<file path="config.mk">
export PLATFORM = sky130hd
export DESIGN_NAME = sorted_timeout_queue_core
export DESIGN_NICKNAME = d
export VERILOG_FILES = /design/src/hdl/stq_pkg.sv /design/src/hdl/stq_ram.sv /design/src/hdl/sorted_timeout_queue_core.sv
export SDC_FILE = /design/constraint.sdc
export NUM_CORES = 2
export LEC_CHECK = 0
export BUFFER_PORTS_ARGS = -buffer_cell sky130_fd_sc_hd__buf_2
export CAP_MARGIN = 20
export CORE_MARGIN = 10
export CORE_UTILIZATION = 50
export CTS_BUF_LIST = sky130_fd_sc_hd__clkbuf_16
export DETAILED_ROUTE_END_ITERATION = 12
export PLACE_DENSITY = 0.66
export SYNTH_ARGS = -nofsm -noshare
export SYNTH_HDL_FRONTEND = slang
export SYNTH_SLANG_ARGS = --single-unit
</file>
<file path="constraint.sdc">
create_clock -name clk -period 7.1 [get_ports clk]
set_clock_uncertainty 0.15 [all_clocks]
set_input_delay 1.065 -clock clk [delete_from_list [all_inputs] [get_ports clk]]
set_output_delay 1.065 -clock clk [all_outputs]
set_load 0.01 [all_outputs]
</file>
<file path="src/hdl/stq_pkg.sv">
// Shared types and codes for the sorted timeout queue.
package stq_pkg;

    // Request opcodes
    localparam logic [1:0] OP_SLEEP  = 2'd0;
    localparam logic [1:0] OP_CANCEL = 2'd1;
    localparam logic [1:0] OP_TICK   = 2'd2;

    // Result kinds
    localparam logic [1:0] KIND_INSERT = 2'd0;
    localparam logic [1:0] KIND_CANCEL = 2'd1;
    localparam logic [1:0] KIND_WAKE   = 2'd2;

    // Result status codes
    localparam logic [1:0] ST_OK        = 2'd0;
    localparam logic [1:0] ST_NOT_FOUND = 2'd1;
    localparam logic [1:0] ST_REJECT    = 2'd2;

    // Most threads woken by one tick
    localparam int MAX_RESULTS = 32;

    typedef enum logic [2:0] {
        S_IDLE,
        S_INS_SCAN,
        S_INS_SHIFT,
        S_CAN_SCAN,
        S_TICK_SCAN,
        S_COMPACT
    } state_t;

endpackage

</file>
<file path="src/hdl/stq_ram.sv">
// Generic single-write, single-read RAM with registered read data.
module stq_ram #(
    parameter int WIDTH = 40,
    parameter int DEPTH = 32
) (
    input  logic                                   clk,
    input  logic                                   we,
    input  logic [((DEPTH > 1) ? $clog2(DEPTH) : 1)-1:0] waddr,
    input  logic [WIDTH-1:0]                       wdata,
    input  logic                                   re,
    input  logic [((DEPTH > 1) ? $clog2(DEPTH) : 1)-1:0] raddr,
    output logic [WIDTH-1:0]                       rdata
);

    logic [WIDTH-1:0] mem [DEPTH];

    always_ff @(posedge clk)
    begin
        if (we)
        begin
            mem[waddr] <= wdata;
        end
        if (re)
        begin
            rdata <= mem[raddr];
        end
    end

endmodule

</file>
<file path="src/hdl/sorted_timeout_queue_core.sv">
// Sorted timeout queue: sequencer around one entry memory holding {wake time, thread}.
//
// A rejected insert on a full queue answers in the cycle after the request.
// Otherwise an insert scans every entry, then shifts the tail up to make room;
// a cancel scans for the thread, then compacts the entries behind the removed slot;
// a tick wakes one thread per cycle and then compacts the queue.
// Each result sits on the ports in the cycle after the one that produces it; paced by the
// single read and single write port of the entry memory, one request at a time.
// Reset clears the tick counter and entry count; the entry memory itself is not cleared.
module sorted_timeout_queue_core #(
    parameter int MAX_SLEEPERS   = 32,
    parameter int THREAD_ID_BITS = 8
) (
    input  logic                      clk,
    input  logic                      rst_n,
    input  logic                      start,
    output logic                      busy,
    input  logic [1:0]                op,
    input  logic [THREAD_ID_BITS-1:0] thread_id,
    input  logic [30:0]               duration_ticks,
    output logic                      strobe,
    output logic [1:0]                kind,
    output logic [THREAD_ID_BITS-1:0] thread_out,
    output logic [1:0]                status,
    output logic [31:0]               remaining_ticks,
    output logic                      last
);

    import stq_pkg::*;

    localparam int AW      = (MAX_SLEEPERS > 1) ? $clog2(MAX_SLEEPERS) : 1;
    localparam int CW      = $clog2(MAX_SLEEPERS + 1);
    localparam int EW      = 32 + THREAD_ID_BITS;
    localparam int RES_LIM = (MAX_RESULTS < MAX_SLEEPERS) ? MAX_RESULTS : MAX_SLEEPERS;

    // Sequencer state
    state_t                    state_reg, state_next;
    logic [CW-1:0]             count_reg, count_next;
    logic [31:0]               now_reg, now_next;
    logic [THREAD_ID_BITS-1:0] tid_reg, tid_next;
    logic [30:0]               dur_reg, dur_next;

    // Memory walk: rd_idx is the next slot to read, rv marks data returning this cycle
    logic [CW-1:0]             rd_idx_reg, rd_idx_next;
    logic                      rv_reg, rv_next;
    logic [CW-1:0]             rv_idx_reg, rv_idx_next;

    // Scan results and compaction distance
    logic [CW-1:0]             pos_reg, pos_next;
    logic                      found_reg, found_next;
    logic                      dup_reg, dup_next;
    logic [CW-1:0]             shift_reg, shift_next;

    // Woken thread held back so that the final one can carry last
    logic                      pend_v_reg, pend_v_next;
    logic [THREAD_ID_BITS-1:0] pend_id_reg, pend_id_next;

    // Result registers
    logic                      strobe_reg, strobe_next;
    logic [1:0]                kind_reg, kind_next;
    logic [THREAD_ID_BITS-1:0] tout_reg, tout_next;
    logic [1:0]                status_reg, status_next;
    logic [31:0]               rem_reg, rem_next;
    logic                      last_reg, last_next;

    // Memory port
    logic                      ram_we, ram_re;
    logic [AW-1:0]             ram_waddr, ram_raddr;
    logic [EW-1:0]             ram_wdata, ram_rdata;

    // Entry decode and datapath helpers
    logic [31:0]               q_wake;
    logic [THREAD_ID_BITS-1:0] q_id;
    logic [31:0]               wake_delta;
    logic [31:0]               q_key;
    logic [31:0]               new_key;
    logic                      q_due;
    logic [CW-1:0]             lim;
    logic [CW-1:0]             rd_dec;
    logic [CW-1:0]             rd_inc;
    logic [CW-1:0]             rv_inc;
    logic [CW-1:0]             rv_sub;

    stq_ram #(
        .WIDTH (EW),
        .DEPTH (MAX_SLEEPERS)
    ) u_entries (
        .clk   (clk),
        .we    (ram_we),
        .waddr (ram_waddr),
        .wdata (ram_wdata),
        .re    (ram_re),
        .raddr (ram_raddr),
        .rdata (ram_rdata)
    );

    assign q_wake     = ram_rdata[EW-1:THREAD_ID_BITS];
    assign q_id       = ram_rdata[THREAD_ID_BITS-1:0];
    // Signed distance from now; ordering key biases it for an unsigned compare
    assign wake_delta = q_wake - now_reg;
    assign q_key      = {~wake_delta[31], wake_delta[30:0]};
    assign new_key    = {1'b1, dur_reg};
    assign q_due      = (wake_delta == 32'd0) || wake_delta[31];
    assign lim        = (count_reg > CW'(RES_LIM)) ? CW'(RES_LIM) : count_reg;
    assign rd_dec     = rd_idx_reg - 1'b1;
    assign rd_inc     = rd_idx_reg + 1'b1;
    assign rv_inc     = rv_idx_reg + 1'b1;
    assign rv_sub     = rv_idx_reg - shift_reg;

    always_ff @(posedge clk or negedge rst_n)
    begin
        if (!rst_n)
        begin
            state_reg  <= S_IDLE;
            count_reg  <= '0;
            now_reg    <= '0;
            rv_reg     <= 1'b0;
            pend_v_reg <= 1'b0;
            strobe_reg <= 1'b0;
        end
        else
        begin
            state_reg  <= state_next;
            count_reg  <= count_next;
            now_reg    <= now_next;
            rv_reg     <= rv_next;
            pend_v_reg <= pend_v_next;
            strobe_reg <= strobe_next;
        end
    end

    always_ff @(posedge clk)
    begin
        tid_reg     <= tid_next;
        dur_reg     <= dur_next;
        rd_idx_reg  <= rd_idx_next;
        rv_idx_reg  <= rv_idx_next;
        pos_reg     <= pos_next;
        found_reg   <= found_next;
        dup_reg     <= dup_next;
        shift_reg   <= shift_next;
        pend_id_reg <= pend_id_next;
        kind_reg    <= kind_next;
        tout_reg    <= tout_next;
        status_reg  <= status_next;
        rem_reg     <= rem_next;
        last_reg    <= last_next;
    end

    always_comb
    begin
        state_next   = state_reg;
        count_next   = count_reg;
        now_next     = now_reg;
        tid_next     = tid_reg;
        dur_next     = dur_reg;
        rd_idx_next  = rd_idx_reg;
        rv_next      = 1'b0;
        rv_idx_next  = rv_idx_reg;
        pos_next     = pos_reg;
        found_next   = found_reg;
        dup_next     = dup_reg;
        shift_next   = shift_reg;
        pend_v_next  = pend_v_reg;
        pend_id_next = pend_id_reg;
        strobe_next  = 1'b0;
        kind_next    = kind_reg;
        tout_next    = tout_reg;
        status_next  = status_reg;
        rem_next     = rem_reg;
        last_next    = last_reg;
        ram_we       = 1'b0;
        ram_waddr    = '0;
        ram_wdata    = '0;
        ram_re       = 1'b0;
        ram_raddr    = '0;

        unique case (state_reg)
            S_IDLE:
            begin
                if (start)
                begin
                    tid_next    = thread_id;
                    dur_next    = duration_ticks;
                    rd_idx_next = '0;
                    found_next  = 1'b0;
                    dup_next    = 1'b0;
                    pend_v_next = 1'b0;
                    priority if (op == OP_SLEEP)
                    begin
                        if (count_reg == CW'(MAX_SLEEPERS))
                        begin
                            strobe_next = 1'b1;
                            kind_next   = KIND_INSERT;
                            tout_next   = thread_id;
                            status_next = ST_REJECT;
                            rem_next    = '0;
                            last_next   = 1'b1;
                        end
                        else
                        begin
                            pos_next   = count_reg;
                            state_next = S_INS_SCAN;
                        end
                    end
                    else if (op == OP_CANCEL)
                    begin
                        state_next = S_CAN_SCAN;
                    end
                    else if (op == OP_TICK)
                    begin
                        now_next   = now_reg + 32'd1;
                        state_next = S_TICK_SCAN;
                    end
                    else
                    begin
                        state_next = S_IDLE;
                    end
                end
            end

            S_INS_SCAN:
            begin
                // Full walk: duplicate check plus first slot with a later key
                if (rd_idx_reg < count_reg)
                begin
                    ram_re      = 1'b1;
                    ram_raddr   = rd_idx_reg[AW-1:0];
                    rd_idx_next = rd_inc;
                    rv_next     = 1'b1;
                    rv_idx_next = rd_idx_reg;
                end
                if (rv_reg)
                begin
                    if (q_id == tid_reg)
                    begin
                        dup_next = 1'b1;
                    end
                    if (!found_reg && (q_key > new_key))
                    begin
                        found_next = 1'b1;
                        pos_next   = rv_idx_reg;
                    end
                end
                if ((rd_idx_reg == count_reg) && !rv_reg)
                begin
                    if (dup_reg)
                    begin
                        strobe_next = 1'b1;
                        kind_next   = KIND_INSERT;
                        tout_next   = tid_reg;
                        status_next = ST_REJECT;
                        rem_next    = '0;
                        last_next   = 1'b1;
                        state_next  = S_IDLE;
                    end
                    else
                    begin
                        rd_idx_next = count_reg;
                        state_next  = S_INS_SHIFT;
                    end
                end
            end

            S_INS_SHIFT:
            begin
                // Move the tail up one slot, top entry first, then drop the new one in
                if (rd_idx_reg > pos_reg)
                begin
                    ram_re      = 1'b1;
                    ram_raddr   = rd_dec[AW-1:0];
                    rd_idx_next = rd_dec;
                    rv_next     = 1'b1;
                    rv_idx_next = rd_dec;
                end
                if (rv_reg)
                begin
                    ram_we    = 1'b1;
                    ram_waddr = rv_inc[AW-1:0];
                    ram_wdata = ram_rdata;
                end
                if ((rd_idx_reg == pos_reg) && !rv_reg)
                begin
                    ram_we      = 1'b1;
                    ram_waddr   = pos_reg[AW-1:0];
                    ram_wdata   = {now_reg + {1'b0, dur_reg}, tid_reg};
                    count_next  = count_reg + 1'b1;
                    strobe_next = 1'b1;
                    kind_next   = KIND_INSERT;
                    tout_next   = tid_reg;
                    status_next = ST_OK;
                    rem_next    = '0;
                    last_next   = 1'b1;
                    state_next  = S_IDLE;
                end
            end

            S_CAN_SCAN:
            begin
                if (rd_idx_reg < count_reg)
                begin
                    ram_re      = 1'b1;
                    ram_raddr   = rd_idx_reg[AW-1:0];
                    rd_idx_next = rd_inc;
                    rv_next     = 1'b1;
                    rv_idx_next = rd_idx_reg;
                end
                if (rv_reg && (q_id == tid_reg))
                begin
                    // Found: report now, then close the gap behind it
                    strobe_next = 1'b1;
                    kind_next   = KIND_CANCEL;
                    tout_next   = tid_reg;
                    status_next = ST_OK;
                    rem_next    = wake_delta;
                    last_next   = 1'b1;
                    shift_next  = CW'(1);
                    rd_idx_next = rv_inc;
                    rv_next     = 1'b0;
                    state_next  = S_COMPACT;
                end
                else if ((rd_idx_reg == count_reg) && !rv_reg)
                begin
                    strobe_next = 1'b1;
                    kind_next   = KIND_CANCEL;
                    tout_next   = tid_reg;
                    status_next = ST_NOT_FOUND;
                    rem_next    = '0;
                    last_next   = 1'b1;
                    state_next  = S_IDLE;
                end
            end

            S_TICK_SCAN:
            begin
                if (rd_idx_reg < lim)
                begin
                    ram_re      = 1'b1;
                    ram_raddr   = rd_idx_reg[AW-1:0];
                    rd_idx_next = rd_inc;
                    rv_next     = 1'b1;
                    rv_idx_next = rd_idx_reg;
                end
                if (rv_reg && q_due)
                begin
                    if (pend_v_reg)
                    begin
                        strobe_next = 1'b1;
                        kind_next   = KIND_WAKE;
                        tout_next   = pend_id_reg;
                        status_next = ST_OK;
                        rem_next    = '0;
                        last_next   = 1'b0;
                    end
                    pend_v_next  = 1'b1;
                    pend_id_next = q_id;
                end
                else if (rv_reg || (rd_idx_reg == lim))
                begin
                    // Head run ends here; number woken equals the index reached
                    rv_next = 1'b0;
                    if (pend_v_reg)
                    begin
                        strobe_next = 1'b1;
                        kind_next   = KIND_WAKE;
                        tout_next   = pend_id_reg;
                        status_next = ST_OK;
                        rem_next    = '0;
                        last_next   = 1'b1;
                        pend_v_next = 1'b0;
                        shift_next  = rv_reg ? rv_idx_reg : rd_idx_reg;
                        rd_idx_next = rv_reg ? rv_idx_reg : rd_idx_reg;
                        state_next  = S_COMPACT;
                    end
                    else
                    begin
                        state_next = S_IDLE;
                    end
                end
            end

            S_COMPACT:
            begin
                // Move entries from rd_idx onwards down by shift slots
                if (rd_idx_reg < count_reg)
                begin
                    ram_re      = 1'b1;
                    ram_raddr   = rd_idx_reg[AW-1:0];
                    rd_idx_next = rd_inc;
                    rv_next     = 1'b1;
                    rv_idx_next = rd_idx_reg;
                end
                if (rv_reg)
                begin
                    ram_we    = 1'b1;
                    ram_waddr = rv_sub[AW-1:0];
                    ram_wdata = ram_rdata;
                end
                if ((rd_idx_reg == count_reg) && !rv_reg)
                begin
                    count_next = count_reg - shift_reg;
                    state_next = S_IDLE;
                end
            end

            default:
            begin
                state_next = S_IDLE;
            end
        endcase
    end

    assign busy            = (state_reg != S_IDLE);
    assign strobe          = strobe_reg;
    assign kind            = kind_reg;
    assign thread_out      = tout_reg;
    assign status          = status_reg;
    assign remaining_ticks = rem_reg;
    assign last            = last_reg;

    // Occupancy never runs past the memory depth
    a_count_bound: assert property (@(posedge clk) disable iff (!rst_n)
        count_reg <= CW'(MAX_SLEEPERS))
    else $error("entry count beyond capacity");

    // Only a woken thread can be followed by further results of the same request
    a_last_kind: assert property (@(posedge clk) disable iff (!rst_n)
        (strobe && !last) |-> (kind == KIND_WAKE))
    else $error("non-final result that is not a wake-up");

    // A tick request advances the counter by exactly one
    a_tick_adv: assert property (@(posedge clk) disable iff (!rst_n)
        (start && !busy && (op == OP_TICK)) |=> (now_reg == $past(now_reg) + 32'd1))
    else $error("tick counter not advanced");

    // Shifts never read and write the same slot in one cycle
    a_no_rw_clash: assert property (@(posedge clk) disable iff (!rst_n)
        !(ram_we && ram_re && (ram_waddr == ram_raddr)))
    else $error("entry memory read and write collide");

endmodule
</file>
After elaboration in Yosys (flattened, before gate mapping)

Memories as Yosys holds them, arrays and structs flattened. A register that Yosys moved wholly into a read port is not among the register bits.
Cells that the tools add are included.

Register bits: 162
RAM bits: 1280
Input bits: 44
Output and inout bits: 47
Logic and storage cells: 258
Memories: 1

$add $sub $neg: 9
Order comparisons: 5
Equal/unequal tests: 35
Muxes and demuxes: 149
Bitwise operators: 3
Reductions and logical operators: 36

Memories:

| name          | words | width | read ports | clocked after Yosys merged registers in | write ports | line          | text |
|---|---|---|---|---|---|---|---|
| u_entries.mem | 32    | 40    | 1          | 1                                       | 1           | stq_ram.sv:15 | `logic [WIDTH-1:0] mem [DEPTH];` |

Operator list:

| kind                  | count |
|---|---|
| $mux 32               | 11 |
| $pmux 32 s5           | 1 |
| $mux 6                | 25 |
| $mux 8                | 11 |
| $mux 40               | 2 |
| $pmux 40 s2           | 1 |
| $mux 2                | 21 |
| $mux 1                | 40 |
| $pmux 8 s5            | 1 |
| $mux 3                | 12 |
| $pmux 6 s2            | 3 |
| $pmux 6 s6            | 1 |
| $ne 2x2->1 const B    | 17 |
| $add 32x1->32 const B | 1 |
| $add 32x31->32        | 1 |
| $gt 32x32->1          | 1 |
| $logic_not 32->1      | 1 |
| $sub 32x32->32        | 1 |
| $mux 5                | 6 |
| $pmux 2 s5            | 2 |
| $add 6x1->6 const B   | 3 |
| $eq 6x6->1            | 3 |
| $pmux 3 s6            | 1 |
| $pmux 6 s3            | 1 |
| other kinds (40)      | 70 |

Logic depth before layout (Yosys ltp)

Depth after elaboration: 8
Depth in mapped cells: 21

Cells and area by module

From an unflattened synthesis, not the netlist that was laid out.

Cells, all modules: 4243
Area, all modules: 63651.0 um2

By module, submodules not included:

| module                    | times used | cells each | area an instance (um2) | sequential area each (um2) |
|---|---|---|---|---|
| stq_ram                   | 1          | 2813       | 50965.1                | 39638.0 |
| sorted_timeout_queue_core | 1          | 1430       | 12685.9                | 4644.5 |

Least setup slack after synthesis

OpenSTA, ideal clock, no wires.

Kind: flip-flop to flip-flop
From: register rd_idx_reg[0]
To: memory u_entries.mem[12][0] (enable)
Arrival: 5181 ps
Data required time: 6463 ps
Slack: 1282 ps
Stages on the path, launching flop included: 12
Path buffers: 3
Cells stage by stage: edfxtp_1 clkbuf_1 inv_1 ha_1 nand3_1 clkbuf_1 nor3_1 a22o_1 o21bai_1 or2_2 clkbuf_1 nor3_1

Cells in the longest elaborated chain, start to end: 6

Ends and longest elaborated chain:

| item                         | line                             | text |
|---|---|---|
| start, declared              | sorted_timeout_queue_core.sv:44  | `logic [CW-1:0] rd_idx_reg, rd_idx_next;` |
| start signal, assigned       | sorted_timeout_queue_core.sv:136 | `rd_idx_reg <= rd_idx_next;` |
| $eq 6x6->1 *                 | sorted_timeout_queue_core.sv:282 | `if ((rd_idx_reg == pos_reg) && !rv_reg)` |
| $logic_and 1x1->1 *          | sorted_timeout_queue_core.sv:282 |  |
| $mux 1                       | sorted_timeout_queue_core.sv:282 |  |
| $pmux 1 s2                   | sorted_timeout_queue_core.sv:178 | `unique case (state_reg)` |
| $mux 1                       | stq_ram.sv:19                    | `if (we)` |
| $mux 1 (not written as such) | stq_ram.sv:21                    | `mem[waddr] <= wdata;` |
| end, declared                | stq_ram.sv:15                    |  |

Every way passes the cells marked *; elsewhere a longest branch is shown, timed or not.

Worst setup path after layout

From: register rd_idx_reg[4]
To: register u_entries.rdata[17] (read register of u_entries.mem) (data pin)

Cells in the longest elaborated chain, start to end: 3

Ends and longest elaborated chain:

| item                                            | line                             | text |
|---|---|---|
| $sub 6x1->6 (tied with other cells)             | sorted_timeout_queue_core.sv:105 | `assign rd_dec = rd_idx_reg - 1'b1;` |
| $mux 5 (tied with other cells)                  | sorted_timeout_queue_core.sv:268 | `if (rd_idx_reg > pos_reg)` |
| $pmux 5 s3 / $pmux 1 s3 (equally long branches) | sorted_timeout_queue_core.sv:178 |  |
| end, declared                                   | stq_ram.sv:12                    | `output logic [WIDTH-1:0] rdata` |

Parallel ways exist; a longest one is shown, timed or not.
A chain may end at the register's enable or synchronous reset.

==> results_dict.tcl <==
set metrics [dict create \
    coreArea_um2 127700 \
    clockBufferDepth 3 \
    r2r_cells 14 \
    initial_core_util_pct 50.44 \
    path_depth 14 \
    power.density_nw_per_um2 385.7 \
    synth_top_area_share_pct 67.05 \
    synth_compound_area_share_pct 13.69 \
    rsz0062_at_grt "false" \
    dieHeight_um 378.9 \
    via_count 41530 \
    critPathArrivalTime_ns 6.33 \
    drive_gt1_share_pct 10.69 \
    grt-ovfl-total 0 \
    synth_area_leader_cell "edfxtp_1" \
    fmax_mhz 166.4 \
    areaGrowthSynthToFinish_pct 13.11 \
    die_w_um 378.9 \
    die-area_um2 143600 \
    postCtsSetupBuffers 0 \
    cts_buffers 153 \
    rows 131 \
    grt_max_degree 138 \
    dr.pass1.iters 5 \
    cts_tree "done" \
    grt_pass1_wl_um 250000 \
    reg_top3 "u_entries.mem (1280), u_entries.rdata (40)" \
    yosys.area_share.simple_pct 10.64 \
    clk_pin_slew_ns 0.06 \
    critPathCaptureType "register" \
    synth_area_leaders "edfxtp_1, nand2_1, a211oi_1, and2_1, ha_1" \
    clk_latency_ns 0.80 \
    design_area_um2 72850 \
    grt_pass1_vias 39280 \
    synth-edff-count 1438 \
    fin_crit_ns 6.010 \
    synth-xor-area-share_pct 1.632 \
    via_per_inst 6.141 \
    wire_per_inst_um 25.19 \
    ant_nets 0 \
    muxShareOfSynthArea_pct 0.1593 \
    fillers 9927 \
    slowest_delay_ns 0.79 \
    portBuffers 90 \
    final-setup-viol-count 0 \
    start_kind "register" \
    worstMarginPinSlew_ns 1.133 \
    synth_most_common_cell "edfxtp_1" \
    synthArstFlopShare_pct 2.969 \
    route.detailed.drc 0 \
    drt_iter0_drc 4312 \
    required_ns 7.42 \
    slew_violations 0 \
    outcome "completed" \
    p_leak_nw 25.11 \
    track_usage_pct 23.10 \
    largest-register "u_entries.mem" \
    hpwl_um 98090 \
    maxCapViolCount 0 \
    synth_cell_types 83 \
    period_share_pct 84.65 \
    synth-seq-cells 1482 \
    path_common_cell "ha_1" \
    hold_violations 0 \
    path_max_fanout 99 \
    syn_area_um2 64410 \
    hold_buffers 0 \
    cts_sinks 1482 \
    root_buffer "clkbuf_16" \
    yosysWarnings 0 \
    min_path_type "input port to register" \
    cp_slowest_cell "edfxtp_1" \
    globalplace.congestion 0.8447 \
    wl_um 170300 \
    synthAdderAreaFrac_pct 2.549 \
    avgSynthCellArea_um2 13.14 \
    synth-seq-area-share_pct 68.76 \
    path_cells "ha_1, and4_1, a221oi_2, ha_1, nand2_1, o21ai_0, a31o_4, buf_12, and2_1, a211oi_1, a311oi_1, a21oi_1, a22o_1, a221oi_1" \
    ys.flop_type "edfxtp_1" \
    largest_reg_flops 1280 \
    critPathKind "register to register" \
    pin_count 91 \
    crit_family "compound AO/OA/AOI/OAI gates" \
    synth_top_family_by_area "compound AO/OA/AOI/OAI gates" \
    path_buf_inv 1 \
    slew_headroom_pct 24.48 \
    syn_inst 4900 \
    htreeDepth 4 \
    post-route-util_pct 57.06 \
    antenna_found_initial 2 \
    power_w 0.02810 \
    synthesis.nets 5072 \
    num-nets-final 5145 \
    cts_resized 0 \
    place_area_um2 67550 \
    hold_depth 1 \
    synth_commonest_cells "edfxtp_1, nand2_1, and2_1" \
    fin_tns_setup_ns 0 \
    irDropWorstVdd_mv 0.2767 \
]
-- stage by stage --
stage / std cells / setup slack [ns] / hold WS (ns)
2_1_floorplan: 4900 / 1.282 / 0.3216
3_3_place_gp: 6452 / 1.318 / 0.3425
3_5_place_dp: 6458 / 1.236 / 0.3450
4_1_cts: 6740 / 1.244 / 0.2414
5_1_grt: 6762 / 0.9196 / 0.2616
6_report: 6763 / 1.090 / 0.3017
-- cells in the final DEF (no fill, tap or decap), types with 38 or more instances in the layout --
cell type,netlist,final
a21oi_1,250,245
buf_4,0,82
dfrtp_1,44,44
a311oi_1,160,160
a31oi_1,181,180
xnor2_1,78,78
a22o_1,56,56
ha_1,124,124
buf_2,24,90
nand2_1,805,805
clkbuf_16,0,156
o21ai_0,93,71
xor2_1,42,42
and2_1,341,341
a21o_1,39,39
a211oi_1,329,329
edfxtp_1,1438,1438
inv_1,114,153
buf_12,0,38
nor2_1,122,94
a221oi_1,47,47
-- cells by family after synthesis --
logic type,Yosys count
buf+inv,430
flops,1482
compound gates,1257
xor+xnor,120
simple gates,1472
fa+ha+maj,129
mux,10
-- layout make-up --
cell class                 count  area, µm²  share of cell area, %
clock inverter               126       1006                  1.381
inverter                     115      431.7                 0.5925
tap                         1662       2079                  2.854
sequential                  1482      44280                  60.78
timing repair buffer         233       2242                  3.078
multi-input combinational   2988      18900                  25.95
clock buffer                 156       3904                  5.359
antenna                        1      2.502               0.003435
-- per-layer routing --
metal / routed length [µm] / global-route usage [%] / vias to the layer above
met3: 15370 / 4.686 / 286
met5: 0 / 0 / -
li1: - / - / 18810
met4: 4883 / 7.514 / 0
met2: 78570 / 36.16 / 1793
met1: 71510 / 32.34 / 20640
-- report_power, final --
part	switching, W	total, W	internal, W
clock network	0.00337	0.00781	0.00445
logic	0.00622	0.00943	0.00322
registers	0.000527	0.0109	0.0103
total	0.0101	0.0281	0.0180
-- final timing paths --
kind	endpoint	slack (ns)	from
max in group asynchronous	now_reg[2]$_DFFE_PN0P_	5.80	rst_n
setup / recovery	u_entries.rdata[17]$_DFFE_PP_	1.09	rd_idx_reg[4]$_DFFE_PP_
min in group asynchronous	count_reg[3]$_DFFE_PN0P_	0.50	rst_n
hold / removal	dur_reg[13]$_DFFE_PP_	0.30	duration_ticks[13]
setup reg to reg	u_entries.rdata[17]$_DFFE_PP_	1.09	rd_idx_reg[4]$_DFFE_PP_
hold reg to reg	now_reg[26]$_DFFE_PN0P_	0.35	now_reg[26]$_DFFE_PN0P_
(Power assumes the default switching activity.)
